--- src/rtl/vlid_pkg.sv ---
// Shared types, field positions and a helper function of the variable-length integer decoder.
`default_nettype none

package vlid_pkg;

  localparam int unsigned ByteW    = 8;
  localparam int unsigned ValueW   = 32;
  localparam int unsigned CountW   = 3;
  localparam int unsigned HdrBitsW = 2;
  localparam int unsigned ContW    = 6;

  // Header layout.
  localparam int unsigned HdrSignBit = 2;
  localparam int unsigned HdrCntLsb  = 3;
  localparam int unsigned HdrCntMsb  = 5;

  localparam logic [CountW-1:0] CntOne = CountW'(1);

  typedef struct packed {
    logic signed [ValueW-1:0] value;
    logic [CountW-1:0]        byte_count;
  } vlid_result_t;

  // Places the six payload bits of continuation byte k at bit 2 + 6*(k-1).
  // Positions at or beyond the word width contribute nothing.
  function automatic logic [ValueW-1:0] cont_bits(input logic [CountW-1:0] k,
                                                  input logic [ContW-1:0] payload);
    logic [ValueW-1:0] w;
    logic [ValueW-1:0] r;
    w = {{(ValueW-ContW){1'b0}}, payload};
    case (k)
      3'd1:    r = w << 2;
      3'd2:    r = w << 8;
      3'd3:    r = w << 14;
      3'd4:    r = w << 20;
      3'd5:    r = w << 26;
      default: r = '0;
    endcase
    return r;
  endfunction

endpackage

`default_nettype wire

--- src/rtl/vlid_byte_if.sv ---
// Valid/ready channel that carries one byte of the encoded stream per word.
`default_nettype none

interface vlid_byte_if;
  logic       valid;
  logic       ready;
  logic [7:0] in_byte;

  modport source (output valid, output in_byte, input ready);
  modport sink   (input valid, input in_byte, output ready);
endinterface

`default_nettype wire

--- src/rtl/vlid_result_if.sv ---
// Valid/ready channel that carries one decoded integer and its byte count per word.
`default_nettype none

interface vlid_result_if;
  logic               valid;
  logic               ready;
  logic signed [31:0] value;
  logic [2:0]         byte_count;

  modport source (output valid, output value, output byte_count, input ready);
  modport sink   (input valid, input value, input byte_count, output ready);
endinterface

`default_nettype wire

--- src/rtl/vlid_decode.sv ---
// Input byte register and the decode state that gathers one integer from its bytes.
`default_nettype none

module vlid_decode (
  input  wire logic           clk,
  input  wire logic           rst,
  vlid_byte_if.sink           stream,
  output logic                res_valid,
  output vlid_pkg::vlid_result_t res_data,
  input  wire logic           res_room
);
  import vlid_pkg::*;

  logic [ByteW-1:0]  byte_reg;
  logic              byte_valid;

  logic [ValueW-1:0] accumulator, accumulator_next;
  logic [CountW-1:0] bytes_left, bytes_left_next;
  logic [CountW-1:0] bytes_seen, bytes_seen_next;
  logic              sign_flag, sign_flag_next;
  logic [CountW-1:0] total_count, total_count_next;

  logic              fire;
  logic              done;
  logic [CountW-1:0] hdr_cnt;

  assign fire         = byte_valid && res_room;
  assign stream.ready = !byte_valid || res_room;

  always_ff @(posedge clk) begin
    if (rst) begin
      byte_valid <= 1'b0;
    end else if (stream.ready) begin
      byte_valid <= stream.valid;
    end
    if (stream.ready && stream.valid) begin
      byte_reg <= stream.in_byte;
    end
  end

  always_comb begin
    hdr_cnt = byte_reg[HdrCntMsb:HdrCntLsb];
    if (hdr_cnt == '0) begin
      hdr_cnt = CntOne;
    end
    if (bytes_left == '0) begin
      accumulator_next = {{(ValueW-HdrBitsW){1'b0}}, byte_reg[HdrBitsW-1:0]};
      sign_flag_next   = byte_reg[HdrSignBit];
      total_count_next = hdr_cnt;
      bytes_seen_next  = CntOne;
      bytes_left_next  = hdr_cnt - CntOne;
      done             = (hdr_cnt == CntOne);
    end else begin
      accumulator_next = accumulator | cont_bits(bytes_seen, byte_reg[ContW-1:0]);
      sign_flag_next   = sign_flag;
      total_count_next = total_count;
      bytes_seen_next  = bytes_seen + CntOne;
      bytes_left_next  = bytes_left - CntOne;
      done             = (bytes_left == CntOne);
    end
  end

  always_ff @(posedge clk) begin
    if (rst) begin
      accumulator <= '0;
      bytes_left  <= '0;
      bytes_seen  <= '0;
      sign_flag   <= 1'b0;
      total_count <= '0;
    end else if (fire) begin
      accumulator <= accumulator_next;
      bytes_left  <= bytes_left_next;
      bytes_seen  <= bytes_seen_next;
      sign_flag   <= sign_flag_next;
      total_count <= total_count_next;
    end
  end

  assign res_valid           = fire && done;
  assign res_data.value      = sign_flag_next ? $signed(-accumulator_next)
                                              : $signed(accumulator_next);
  assign res_data.byte_count = total_count_next;

endmodule

`default_nettype wire

--- src/rtl/vlid_out_buf.sv ---
// Two-entry result buffer that decouples the decoder from a stalling receiver.
`default_nettype none

module vlid_out_buf (
  input  wire logic              clk,
  input  wire logic              rst,
  input  wire logic              push,
  input  vlid_pkg::vlid_result_t push_data,
  output logic                   room,
  vlid_result_if.source          result
);
  import vlid_pkg::*;

  vlid_result_t slot [2];
  logic         wr_ptr;
  logic         rd_ptr;
  logic [1:0]   count;
  logic         pop;

  assign pop               = result.valid && result.ready;
  assign room              = (count != 2'd2);
  assign result.valid      = (count != 2'd0);
  assign result.value      = slot[rd_ptr].value;
  assign result.byte_count = slot[rd_ptr].byte_count;

  always_ff @(posedge clk) begin
    if (rst) begin
      wr_ptr <= 1'b0;
      rd_ptr <= 1'b0;
      count  <= 2'd0;
    end else begin
      if (push) begin
        wr_ptr <= !wr_ptr;
      end
      if (pop) begin
        rd_ptr <= !rd_ptr;
      end
      case ({push, pop})
        2'b10:   count <= count + 2'd1;
        2'b01:   count <= count - 2'd1;
        default: count <= count;
      endcase
    end
    if (push) begin
      slot[wr_ptr] <= push_data;
    end
  end

endmodule

`default_nettype wire

--- src/rtl/varlen_int_stream_decoder.sv ---
// Top level of the byte-serial decoder for variable-length signed integers.
//
// Usage: the stream channel delivers one byte of the encoded stream per word.
// The first byte of an integer is a header: bits 1:0 are value bits 1:0, bit 2
// is the sign and bits 5:3 the total byte count (a count of zero means one).
// Each continuation byte adds its low six bits above those already gathered.
// After the last byte, the result channel delivers one word with the value,
// negated when the sign is set and wrapped to 32 bits, and the byte count.
// Flow: a byte is accepted into the input register and decoded from there; the
// edge that ends a decode cycle in which the result buffer has a free entry
// writes the buffer, and the result word is valid from that edge on.
// Throughput: one byte per cycle while the result buffer has room, set by
// the single decode step between input register and two-entry result buffer.
// Reset: rst is synchronous; it empties the input register and the result
// buffer and leaves the decoder expecting a header byte.
// Stall: when the receiver holds ready low, up to two results are held in the
// buffer; once it is full the decoder holds its input byte, and stream ready
// stays low for as long as the input register holds a byte that cannot move.
`default_nettype none

module varlen_int_stream_decoder (
  input  wire logic     clk,
  input  wire logic     rst,
  vlid_byte_if.sink     stream,
  vlid_result_if.source result
);
  import vlid_pkg::*;

  logic         res_valid;
  vlid_result_t res_data;
  logic         res_room;

  // Input register and decode state.
  vlid_decode u_decode (
    .clk       (clk),
    .rst       (rst),
    .stream    (stream),
    .res_valid (res_valid),
    .res_data  (res_data),
    .res_room  (res_room)
  );

  // Result buffer toward the receiver.
  vlid_out_buf u_out_buf (
    .clk       (clk),
    .rst       (rst),
    .push      (res_valid),
    .push_data (res_data),
    .room      (res_room),
    .result    (result)
  );

  // The decoder only finishes an integer when the buffer has a free entry.
  a_push_has_room: assert property (@(posedge clk) disable iff (rst)
    res_valid |-> res_room)
    else $error("result pushed into a full buffer");

  // A delivered integer always occupied at least one byte.
  a_count_nonzero: assert property (@(posedge clk) disable iff (rst)
    result.valid |-> (result.byte_count != '0))
    else $error("result with zero byte count");

  // Reset leaves nothing in flight on either side.
  a_reset_empty: assert property (@(posedge clk)
    rst |=> (!result.valid && !res_valid))
    else $error("result pending after reset");

  // With a free buffer entry the decoder never stalls the byte stream.
  a_ready_on_room: assert property (@(posedge clk) disable iff (rst)
    res_room |-> stream.ready)
    else $error("stream stalled while the buffer had room");

endmodule

`default_nettype wire

--- src/flat_wrapper.sv ---
// flat-port wrapper written by rule: the top's interface ports become plain ports
module varlen_int_stream_decoder_flat import vlid_pkg::*;
  (clk, rst, stream_valid, stream_in_byte, stream_ready, result_valid, result_value, result_byte_count, result_ready);
  vlid_byte_if stream_i ();
  vlid_result_if result_i ();
  input  wire logic clk;
  input  wire logic rst;
  input wire logic [$bits(stream_i.valid)-1:0] stream_valid;
  input wire logic [$bits(stream_i.in_byte)-1:0] stream_in_byte;
  output wire logic [$bits(stream_i.ready)-1:0] stream_ready;
  output wire logic [$bits(result_i.valid)-1:0] result_valid;
  output wire logic [$bits(result_i.value)-1:0] result_value;
  output wire logic [$bits(result_i.byte_count)-1:0] result_byte_count;
  input wire logic [$bits(result_i.ready)-1:0] result_ready;
  assign stream_i.valid = stream_valid;
  assign stream_i.in_byte = stream_in_byte;
  assign stream_ready = stream_i.ready;
  assign result_valid = result_i.valid;
  assign result_value = result_i.value;
  assign result_byte_count = result_i.byte_count;
  assign result_i.ready = result_ready;
  varlen_int_stream_decoder u_core (.clk(clk), .rst(rst), .stream(stream_i), .result(result_i));
endmodule
--- config.mk ---
export PLATFORM = sky130hd
export DESIGN_NAME = varlen_int_stream_decoder_flat
export DESIGN_NICKNAME = d
export VERILOG_FILES = /design/src/rtl/vlid_pkg.sv /design/src/rtl/vlid_byte_if.sv /design/src/rtl/vlid_result_if.sv /design/src/rtl/vlid_decode.sv /design/src/rtl/vlid_out_buf.sv /design/src/rtl/varlen_int_stream_decoder.sv /design/src/flat_wrapper.sv
export SDC_FILE = /design/constraint.sdc
export NUM_CORES = 1
export LEC_CHECK = 0
export ABC_AREA = 1
export BUFFER_PORTS_ARGS = -buffer_cell sky130_fd_sc_hd__buf_2
export CORE_UTILIZATION = 40
export DETAILED_ROUTE_END_ITERATION = 16
export PLACE_DENSITY = 0.69
export SLEW_MARGIN = 20
export SYNTH_ARGS = -nofsm -noshare
export SYNTH_HDL_FRONTEND = slang
export SYNTH_HIERARCHICAL = 1
export SYNTH_SLANG_ARGS = --single-unit
--- constraint.sdc ---
create_clock -name clk -period 4.2 [get_ports clk]
set_input_delay 0.63 -clock clk [delete_from_list [all_inputs] [get_ports clk]]
set_output_delay 0.63 -clock clk [all_outputs]
set_load 0.01 [all_outputs]
Yosys cells after proc, flatten, opt, wreduce, memory -nomap -nowiden. Memories as Yosys holds them, arrays and structs flattened. A register that Yosys moved wholly into a read port is not among the register bits. Cells that the tools add are included.

$add $sub $neg: 6. Equal/unequal tests: 10. Mux-type cells: 15. Bitwise logic cells: 1. Reduce and logical (&&, ||, !) cells: 12.

Operators with widths (number): case mux 32 bit (5 select lines) (1); two-way mux 32 bit (3); negator 32 bit (1); OR 32 bit (1); two-way mux 3 bit (4); == test 3 x 1 -> 1 bit (second input constant) (3); == test 3 x 2 -> 1 bit (second input constant) (2); == test 3 bit (second input constant) (2); logical NOT 3 bit (2); two-way mux 1 bit (6); subtractor 3 x 1 -> 3 bit (second input constant) (2); logical AND 1 bit (4); case mux 2 bit (2 select lines) (1); nonzero test 2 bit (2); adder 3 x 1 -> 3 bit (second input constant) (1); logical NOT 1 bit (3); adder 2 x 1 -> 2 bit (second input constant) (1); == test 2 x 1 -> 1 bit (second input constant) (1); == test 2 bit (second input constant) (1); inequality test 2 bit (second input constant) (1); subtractor 2 x 1 -> 2 bit (second input constant) (1); logical OR 1 bit (1).

Bits in registers: 53. Bits in writable memories: 70. Input bits: 12. Output and inout port bits: 37. Logic and storage cells: 55. Memories: 1.

Memories: u_core.u_out_buf.slot (words 2, bits a word 35, rd ports 1, clocked after Yosys merged registers in 1, wr ports 1, line vlid_out_buf.sv:14) `vlid_result_t slot [2];`.

Logic depth before layout (Yosys ltp). Gate-level depths: netlist of run 1.

Depth after elaboration: 7. Mapped depth: 16.

By module. The synthesis of run 1 kept the hierarchy.

Modules (own cells, without submodules): vlid_decode (instances 1, cells an instance 575, area each 3624.7 um^2, sequential area each 1041.0 um^2); vlid_out_buf (instances 1, cells an instance 146, area each 2916.5 um^2, sequential area each 2202.1 um^2).

Worst setup path after synthesis of run 1. Ideal clock, no wire load.

Kind: reg-to-reg. Start point: register u_core.u_decode.byte_reg[5]. End point: memory u_core/u_out_buf/slot[0][0] (netlist name), enable pin. Arrival: 2.748 ns. Data required time: 3.773 ns. Path slack: 1.025 ns. Stages on the path, launching flop included: 9. Path buffers: 0. Cell sequence: edfxtp_1 -> inv_1 -> a21oi_1 -> inv_1 -> ha_1 -> a21oi_1 -> nor3_1 -> inv_1 -> nor2_1.

Longest elaborated chain between the ends: 7.

Ends and longest elaborated chain: start: declaration (line vlid_decode.sv:14) `logic [ByteW-1:0] byte_reg;`; start signal: assignment (line vlid_decode.sv:37) `byte_reg <= stream.in_byte;`; logical NOT 3 bit (line vlid_decode.sv:43) `if (hdr_cnt == '0) begin`; two-way mux 3 bit * (line vlid_decode.sv:43); == test 3 x 1 -> 1 bit * (line vlid_decode.sv:52) `done = (hdr_cnt == CntOne);`; two-way mux 1 bit * (line vlid_decode.sv:46) `if (bytes_left == '0) begin`; logical AND 1 bit * (line vlid_decode.sv:79) `assign res_valid = fire && done;`; named net u_core.res_valid (line varlen_int_stream_decoder.sv:29) `logic res_valid;`; two-way mux 1 bit * (line vlid_out_buf.sv:44) `if (push) begin`; two-way mux 1 bit (implied by the code) * (line vlid_out_buf.sv:45) `slot[wr_ptr] <= push_data;`; end: declaration (line vlid_out_buf.sv:14).

The timed path passes the listed nets; every way through them passes the cells marked *.

==> results of run 1 <==
power groups by stage:
stage	clock network (mW)	logic (mW)	registers (mW)
finish	1.40	0.784	1.46
global route	1.48	0.897	1.47
CTS	1.43	0.785	1.46
detailed placement	0	0.781	1.49
global placement	0	0.765	1.49
floorplan	0	0.653	1.47
final timing paths:
| kind | endpoint | slack, ps | cells after the start |
|---|---|---|---|
| max | u_core/u_out_buf/slot[1][25] | 1280 | 13 |
| max reg2reg | u_core/u_out_buf/slot[1][25] | 1280 | 13 |
| min reg2reg | u_core/u_decode/accumulator[30] | 470 | 2 |
| min | u_core/u_decode/byte_reg[4] | 380 | 1 |
cells by family (layout without fill, tap and decap cells):
logic type               Yosys count  after routing  share of synthesized area
AO/OA/AOI/OAI                     99             99                     0.0821
XOR/XNOR                          17             17                     0.0228
adder cells (fa/ha/maj)           12             12                     0.0230
buffers and inverters            113            167                     0.0821
flip-flops                       124            124                      0.496
multiplexers                      35             35                     0.0775
AND/OR/NAND/NOR                  321            321                      0.217
per-layer routing:
| layer | global-route usage | up-vias |
|---|---|---|
| li1 | - | 2452 |
| met1 | 0.217 | 2183 |
| met2 | 0.280 | 104 |
| met3 | 0.0410 | 19 |
| met4 | 0.0821 | 0 |
| met5 | 0 | - |
placed cells by master, fill, tap and decap left out, types with 2 or more instances in the layout:
cell / instances
o21ai_1: 4
edfxtp_1: 76
inv_1: 80
xor2_1: 14
nor2_1: 51
nand2_2: 22
nand2_1: 184
inv_2: 5
mux2_4: 30
xnor2_1: 3
clkbuf_16: 19
o21ai_0: 41
clkinv_2: 6
nand2_4: 5
buf_2: 46
nor2_4: 2
nand3b_1: 2
o211ai_1: 3
a21oi_1: 40
nand4_1: 5
clkbuf_8: 2
ha_1: 12
clkbuf_1: 4
nand3_1: 40
nor3_1: 3
nor2_2: 3
dfxtp_1: 47
o21ai_2: 3
buf_4: 4
mux2_2: 5
nand3_2: 3
area by class of cell:
class,instances,area share
Timing Repair Buffer,50,0.0350
Inverter,85,0.0429
Clock buffer,25,0.0696
Clock inverter,7,0.00807
Sequential cell,124,0.436
Tap cell,216,0.0363
Multi-Input combinational cell,484,0.372
worst max-delay path, stage by stage (launching register included):
cell and delay, ps:
dfxtp_1 350, inv_1 80, ha_1 230, nand2_2 610, nand2_1 140, nand2_2 160, ha_1 190, nand3_1 130
nor2_1 190, nand3b_1 160, nand2_2 180, nand3_1 90, nand2_1 70, nand2_1 70
through the flow:
stage                     worst slack (ps)  area (um2)  utilization
final                                 1280        7440        0.467
after global routing                   976        7440        0.467
after CTS                             1280        7440        0.467
after detailed placement              1310        6870        0.431
after global placement                1350        6870        0.431
after floorplan                       1020        6540            -
==> results.toml, run 1 <==
[run_status]
status = "completed"

[clock_tree]
cts_tree = "yes"
clock-sinks = 124
postCtsSetupBuffers = 0
htree_levels = 4
cts-root-buf = "clkbuf_16"
cts_resized = 0
clk_path_buf_depth = 2
cts_buffers = 17
insertion_delay_ps = 420
path_clk_slew_ps = 50
cts-hold-fix-buffers = 0

[setup_path]
cp-start-kind = "register"
path_max_fanout = 35
arrival_ps = 3090
crit-reg2reg-launch = "u_core/u_decode/bytes_left[0]"
required_ps = 4360
crit_path_end_kind = "register"
startpoint = "u_core/u_decode/bytes_left[0]"
timing_worst_setup_path_type = "reg -> reg"

[yosys]
synth_top_area_frac = 0.349
synth_most_common_cell = "nand2_1"
synth-seq-cells = 124
ys.warnings.count = 6
ys_types = 40
syn_area_mm2 = 0.00654
syn_nets = 745
ys.flop_type = "edfxtp_1"
async_flop_share = 0
synth_seq_area_share = 0.496
yosysTopAreaCell = "edfxtp_1"
synth_common_cells = "185 x nand2_1, 80 x inv_1, 76 x edfxtp_1"
synth_edf_count = 76
syn_inst = 721
ys_top_cells_by_area = "edfxtp_1 35%, dfxtp_1 15%, nand2_1 11%"
syn_avg_cell_area_um2 = 9.07

[route]
initialDrtViolationCount = 343
drt_wl_total_um = 13000
wl_met3_um = 691
viasPerCell = 4.80
drc = 0
postRouteAntennaNets = 0
drt_pre_antenna_iters = 5
post_drt_wl_per_cell_um = 13.1
vias = 4758
met1_length_um = 6110
top_layer = "met4"
met2_length_um = 5930

[floorplanning]
num_rows = 46
start_util = 0.410
dieHeight_um = 130
design.die.area_mm2 = 0.0169
fp.dieW_um = 130
ios = 49
placeableCoreArea_mm2 = 0.0159

[placement]
dpl.hpwl_um = 9070
io_buffers = 46
dp_cells = 959
gp_congestion = 0.887

[finish]
largest_register_ffs = 70
n_fill_cell = 1513
fin_cells = 991
multi_input_area_mm2 = 0.00277
syn_to_final_growth_pct = 13.8
drive_gt1_frac = 0.204
regArea_mm2 = 0.00324
layout.nets = 786
antenna_cells = 0

[power]
power.share.clock = 0.384
p_total_mw = 3.65
power_density_mw_per_mm2 = 491
pwr-share-seq = 0.401
switching_share = 0.287
switchingPower_mw = 1.05
ir_drop_mv = 0.319
combPwrFrac = 0.215
internal_power_mw = 2.60
p_leak_nw = 3.40

[timing]
timing.setup.tns_ps = 0
hold_violations = 0
drv_slew = 0
slew_headroom = 0.310
fin_skew_ps = 8.60
rsz0062_at_grt = "no"
fmax_mhz = 342
min_period_ps = 2920
whs_ps = 383
finalSetupViolations = 0
tightest_slew_ps = 1030
finalCritPeriodShare = 0.696

[min_path]
hp-class = "in -> reg"
hold_start = "stream_in_byte[4]"

[global_routing]
grt_pass1_vias = 4480
overflow = 0
track_usage = 0.173
grt_max_degree = 37
antenna_found_initial = 0
grt_first_pass_wirelength_um = 22100

[job]
maxCapViolCount = 0
(Power assumes the default switching activity.)
==> run 2: changes to the inputs <==
--- a/config.mk
+++ b/config.mk
@@ -9,7 +9,7 @@
 export BUFFER_PORTS_ARGS = -buffer_cell sky130_fd_sc_hd__buf_2
 export CORE_UTILIZATION = 40
 export DETAILED_ROUTE_END_ITERATION = 16
-export PLACE_DENSITY = 0.69
+export PLACE_DENSITY = 0.71
 export SLEW_MARGIN = 20
 export SYNTH_ARGS = -nofsm -noshare
 export SYNTH_HDL_FRONTEND = slang
==> constraint.sdc (replaced) <==
create_clock -name clk -period 2.5 [get_ports clk]
set_input_delay 0.375 -clock clk [delete_from_list [all_inputs] [get_ports clk]]
set_output_delay 0.375 -clock clk [all_outputs]
set_load 0.01 [all_outputs]
==> run 2 against run 1 <==
Against the previous run:
- largest power group is now clock
- sequential power rose by 67%
- cell count grew 1.5%
- combinational power grew 82%
- critical path type unchanged
- global-route usage is 0.16 points lower
- total power up 78%
- core utilization increased by 1.6 points
- clock skew fell by 0.86 ps
- maximum frequency rose by 24%
==> results.toml, run 2 (same netlist as run 1, synthesis figures left out) <==
[clock_tree]
cts_buffers = 17
htree_levels = 4
cts_tree = "yes"
cts-root-buf = "clkbuf_16"
clk_path_buf_depth = 2
insertion_delay_ps = 420
path_clk_slew_ps = 50
clock-sinks = 124

[floorplanning]
design.die.area_mm2 = 0.0169
num_rows = 46
fp.dieW_um = 130
dieHeight_um = 130
start_util = 0.410
placeableCoreArea_mm2 = 0.0159
ios = 49

[timing]
setup_ws_ps = 136
slew_headroom = 0.548
fmax_mhz = 423
finalCritPeriodShare = 0.946
whs_ps = 133
timing.setup.tns_ps = 0
fin_skew_ps = 7.75
finalSetupViolations = 0
hold_violations = 0
drv_slew = 0
tightest_slew_ps = 675
min_period_ps = 2360

[finish]
final_cell_mix = "182 x nand2_1, 80 x inv_1, 76 x edfxtp_1, 50 x nor2_1, 47 x dfxtp_1"
largest_register_ffs = 70
final_common_cell = "nand2_1"
layout.nets = 801
syn_to_final_growth_pct = 17.7
drive_gt1_frac = 0.225
utilization = 0.483
antenna_cells = 0

[route]
drt_pre_antenna_iters = 5
drc = 0
vias = 4888
post_drt_wl_per_cell_um = 13.5
drt_wl_total_um = 13600
initialDrtViolationCount = 345
viasPerCell = 4.86
postRouteAntennaNets = 0

[setup_path]
crit-reg2reg-launch = "u_core/u_decode/bytes_left[0]"
path_max_fanout = 36
worstPathCellList = "inv_1, ha_2, nand2_2, buf_12, nand2_1, nand3_2, nor2_2, nand3b_1, nand2_2, buf_4, xor2_1"
timing_worst_setup_path_type = "reg -> reg"
max_stage_delay_ps = 350
rrSetupSlack_ps = 140
required_ps = 2660
cp_slowest_cell = "dfxtp_1"
cp-start-kind = "register"
r2r_end = "u_core/u_out_buf/slot[0][15]"
arrival_ps = 2520
crit_path_end_kind = "register"
cpMostUsedCell = "nand2_2"
reg2regPathDepth = 11

[power]
p_leak_nw = 3.51
ir_drop_mv = 0.513
power_density_mw_per_mm2 = 845

[global_routing]
grt_first_pass_wirelength_um = 22000
track_usage = 0.171
antenna_found_initial = 0
grt_max_degree = 43
overflow = 0
grt_pass1_vias = 4631

[placement]
io_buffers = 46
place_ws_ps = 158
gp_congestion = 0.906
dpl.hpwl_um = 9310

[min_path]
hold_depth = 1
hold_start = "stream_in_byte[1]"
whs_endpoint = "u_core/u_decode/byte_reg[1]"
hp-class = "in -> reg"

[run_status]
status = "completed"

[job]
maxCapViolCount = 0
==> run 2: cell types whose count changed in the layout (fill, tap and decap cells not counted), moves of 3 or more <==
cell       change
clkinv_1       +3
ha_1           -3
clkinv_2       -5
buf_12         +5
buf_4         +10
bufinv_16      +4
ha_2           +3
==> run 2: where the power goes <==
group / internal [mW] / leakage (nW) / switching, mW
clock network: 1.81 / 0.308 / 0.831
registers: 2.39 / 1.09 / 0.0500
logic: 0.524 / 2.11 / 0.906
total: 4.72 / 3.51 / 1.79
==> run 2: how the worst max path moves through the flow <==
stage                                        startpoint                      endpoint  slack, ps  depth (start not counted)
after floorplan             u_core/u_decode/byte_reg[5]   u_core/u_out_buf/slot[1][0]        150                          8
after global placement    u_core/u_decode/bytes_left[0]  u_core/u_out_buf/slot[0][25]        230                         15
after detailed placement  u_core/u_decode/bytes_left[0]  u_core/u_out_buf/slot[1][25]        160                         15
after CTS                 u_core/u_decode/bytes_left[0]  u_core/u_out_buf/slot[0][25]        130                         15
after global routing      u_core/u_decode/bytes_left[0]  u_core/u_out_buf/slot[0][25]        -20                         12
final                     u_core/u_decode/bytes_left[0]  u_core/u_out_buf/slot[0][15]        140                         11
==> run 2: routing by layer <==
metal | GRT usage | vias to the layer above | routed length [um]
met2 | 0.275 | 134 | 6240
met5 | 0 | - | 0
li1 | - | 2487 | -
met4 | 0.0800 | 0 | 295
met3 | 0.0492 | 23 | 762
met1 | 0.212 | 2244 | 6270
==> run 2: what timing repair did <==
action | in CTS | in global routing
hold buffers | 0 | 0
resized for setup | 0 | 8
buffers inserted | 0 | 1
endpoints found under the setup margin | 0 | 10
==> run 2: area by class of cell <==
| cell class | instances | area [um2] |
|---|---|---|
| clock buffer | 23 | 468 |
| clock inverter | 9 | 166 |
| fill | 1457 | 8240 |
| inverter | 85 | 319 |
| multi-input combinational | 484 | 2800 |
| sequential | 124 | 3240 |
| tap | 216 | 270 |
| timing repair buffer | 65 | 435 |
==> run 2: per-stage QoR <==
stage	cells	total power, mW	cell area, um2
after floorplan	721	3.56	6550
after global placement	973	3.84	7030
after detailed placement	973	3.88	7030
after CTS	1005	6.53	7670
after global routing	1006	6.83	7700
final	1006	6.51	7700
==> run 2: worst max-delay path: cells and delay by family (launching register included) <==
kind | cells | cell delay [ps]
simple gates | 6 | 880
buf+inv | 3 | 510
flops | 1 | 350
fa+ha+maj | 1 | 200
xor+xnor | 1 | 150
==> run 3: changes to the inputs <==
--- a/config.mk
+++ b/config.mk
@@ -5,7 +5,6 @@
 export SDC_FILE = /design/constraint.sdc
 export NUM_CORES = 1
 export LEC_CHECK = 0
-export ABC_AREA = 1
 export BUFFER_PORTS_ARGS = -buffer_cell sky130_fd_sc_hd__buf_2
 export CORE_UTILIZATION = 40
 export DETAILED_ROUTE_END_ITERATION = 16
==> run 3 against run 2 <==
Against the previous run:
- flip-flop and latch count did not move
- final area fell by 2.7%
- global-route usage increased by 1.3 points
- cell count fell by 18%
- worst hold slack got worse by 3.9 ps
- sequential share of layout area rose by 1.2 points
- clock skew up 1.8 ps
- critical path depth shrank 1
- core utilization rose by 4.8 points
- largest cell class unchanged
- register-to-register slack got worse by 100 ps
- first-iteration DRC count decreased by 19%
- die area down 10%
==> results.toml, run 3 <==
[clock_tree]
cts-root-buf = "clkbuf_16"
cts_tree = "yes"
clk_path_buf_depth = 2
clock-sinks = 124
path_clk_slew_ps = 60
htree_levels = 4
cts_buffers = 17
insertion_delay_ps = 420
cts-hold-fix-buffers = 0

[yosys]
yosysTopAreaCell = "edfxtp_1"
syn_inst = 537
synth_edf_count = 76
synth-xor-area-share = 0.0448
ys.flop_type = "edfxtp_1"
synth_seq_area_share = 0.553
syn_area_mm2 = 0.00586
synth_common_cells = "77 x nor2_1, 76 x edfxtp_1, 60 x a21oi_1"
ys_types = 58
synth-seq-cells = 124
synth-compound-area-share = 0.148
ys.warnings.count = 6
synth_top_area_frac = 0.389
synth_simple_gate_area_share = 0.120
ys_top_cells_by_area = "edfxtp_1 39%, dfxtp_1 16%, mux2_1 6.5%"
syn_avg_cell_area_um2 = 10.9
syn_nets = 561
synth_mux_area_frac = 0.0741
synth_most_common_cell = "nor2_1"
async_flop_share = 0
synth-adder-area-share = 0.0256
synth_top_family_by_area = "compound AO/OA/AOI/OAI gates"

[timing]
tightest_slew_ps = 460
finalCritPeriodShare = 0.987
drv_slew = 0
min_period_ps = 2470
finalSetupViolations = 0
setup_ws_ps = 31.8
slew_headroom = 0.692
hold_violations = 0
fmax_mhz = 405
rsz0062_at_grt = "yes"
fin_skew_ps = 9.57

[placement]
gp_congestion = 0.835
io_buffers = 46
placed_area_mm2 = 0.00667
place_ws_ps = -57.3
dp_cells = 783
dpl.hpwl_um = 8820

[route]
postRouteAntennaNets = 0
vias = 4462
drt_wl_total_um = 13400
viasPerCell = 5.40
drt_pre_antenna_iters = 5
initialDrtViolationCount = 278
drc = 0
post_drt_wl_per_cell_um = 16.2

[power]
pwr-share-seq = 0.405
p_leak_nw = 2.86
switchingPower_mw = 1.40
power.share.clock = 0.427
internal_power_mw = 4.29
switching_share = 0.246
power_density_mw_per_mm2 = 760
combPwrFrac = 0.168
p_total_mw = 5.69
ir_drop_mv = 0.524

[setup_path]
cp_slowest_cell = "edfxtp_1"
crit_path_end_kind = "register"
arrival_ps = 2820
required_ps = 2850
max_stage_delay_ps = 390
path_max_fanout = 3
timing_worst_setup_path_type = "reg -> reg"
worstPathCellList = "nor2_2, or2_2, ha_1, nor2b_1, mux2i_1, nor3_2, inv_1, ha_1, or3_1, a21oi_1"
cpMostUsedCell = "ha_1"
cp-start-kind = "register"

[min_path]
hp-class = "in -> reg"

[floorplanning]
placeableCoreArea_mm2 = 0.0141
ios = 49
design.die.area_mm2 = 0.0151
num_rows = 43
dieHeight_um = 123
fp.dieW_um = 123
start_util = 0.416

[finish]
syn_to_final_growth_pct = 27.8
final_area_mm2 = 0.00749
drive_gt1_frac = 0.289
largest_register_ffs = 70
layout.nets = 657
fin_cells = 826
final_cell_mix = "76 x edfxtp_1, 74 x nor2_1, 58 x a21oi_1, 57 x buf_4, 47 x dfxtp_1"
final_common_cell = "edfxtp_1"
antenna_cells = 0

[global_routing]
track_usage = 0.183
antenna_found_initial = 0
overflow = 0
grt_first_pass_wirelength_um = 20900
grt_max_degree = 36
grt_pass1_vias = 4244

[job]
maxCapViolCount = 0

[run_status]
status = "completed"
run 3: per-layer routing:
metal / wire length [um] / global-route usage / vias to the layer above
met5: 0 / 0 / -
met4: 349 / 0.0926 / 0
met3: 768 / 0.0457 / 26
met2: 6610 / 0.306 / 138
met1: 5640 / 0.220 / 2158
li1: - / - / 2140
run 3: final cells by class:
type,count,area [um2]
flip-flops and latches,124,3240
inverters,12,45.0
clock buffers,23,468
well taps,180,225
repair buffers,110,772
clock inverters,9,120
fillers,1204,6610
multi-input cells,368,2620
run 3: stage by stage:
stage          hold slack [ps]  TNS, ps  utilization
6_report                   129        0        0.531
5_1_grt                    110     -887        0.531
4_1_cts                    116        0        0.517
3_5_place_dp               448     -244        0.473
3_3_place_gp               443    -31.0        0.473
2_1_floorplan              432    -4460            -
run 3: repair_timing:
item,4_1_cts,5_1_grt
endpoints found under the setup margin,11,39
cloned,0,2
pin swaps,1,7
setup buffers,1,8
hold endpoints to repair,0,0
gates resized for setup,8,23
run 3: cell families (layout without fill, tap and decap cells):
group / Yosys count / count (layout)
and+or+nand+nor: 153 / 155
AOI/OAI and AO/OA: 132 / 132
muxes: 39 / 39
buffers and inverters: 47 / 154
adders and majority gates: 12 / 12
xor gates and xnor gates: 30 / 30
DFF: 124 / 124
run 3: worst max-delay path: cells and delay by family (launching register included):
family	cells	cell delay, ps
AND/OR/NAND/NOR	5	1140
adder cells (fa/ha/maj)	2	480
flip-flops	1	390
AO/OA/AOI/OAI	1	150
multiplexers	1	130
buffers and inverters	1	110
run 3: worst paths after layout:
check                            startpoint                        endpoint  cells past startpoint  slack [ps]
min reg2reg  u_core/u_decode/total_count[2]  u_core/u_decode/total_count[2]                      2         460
max reg2reg     u_core/u_decode/byte_reg[5]       u_core/u_out_buf/count[1]                     10          30
min                       stream_in_byte[2]     u_core/u_decode/byte_reg[2]                      1         130
max             u_core/u_decode/byte_reg[5]       u_core/u_out_buf/count[1]                     10          30
run 3: power by group through the flow:
stage	Sequential, mW	Combinational, mW	Clock [mW]
CTS	2.30	0.872	2.47
global route	2.31	1.03	2.56
finish	2.30	0.957	2.43
detailed placement	2.34	0.851	0
global placement	2.34	0.824	0
floorplan	2.33	0.592	0
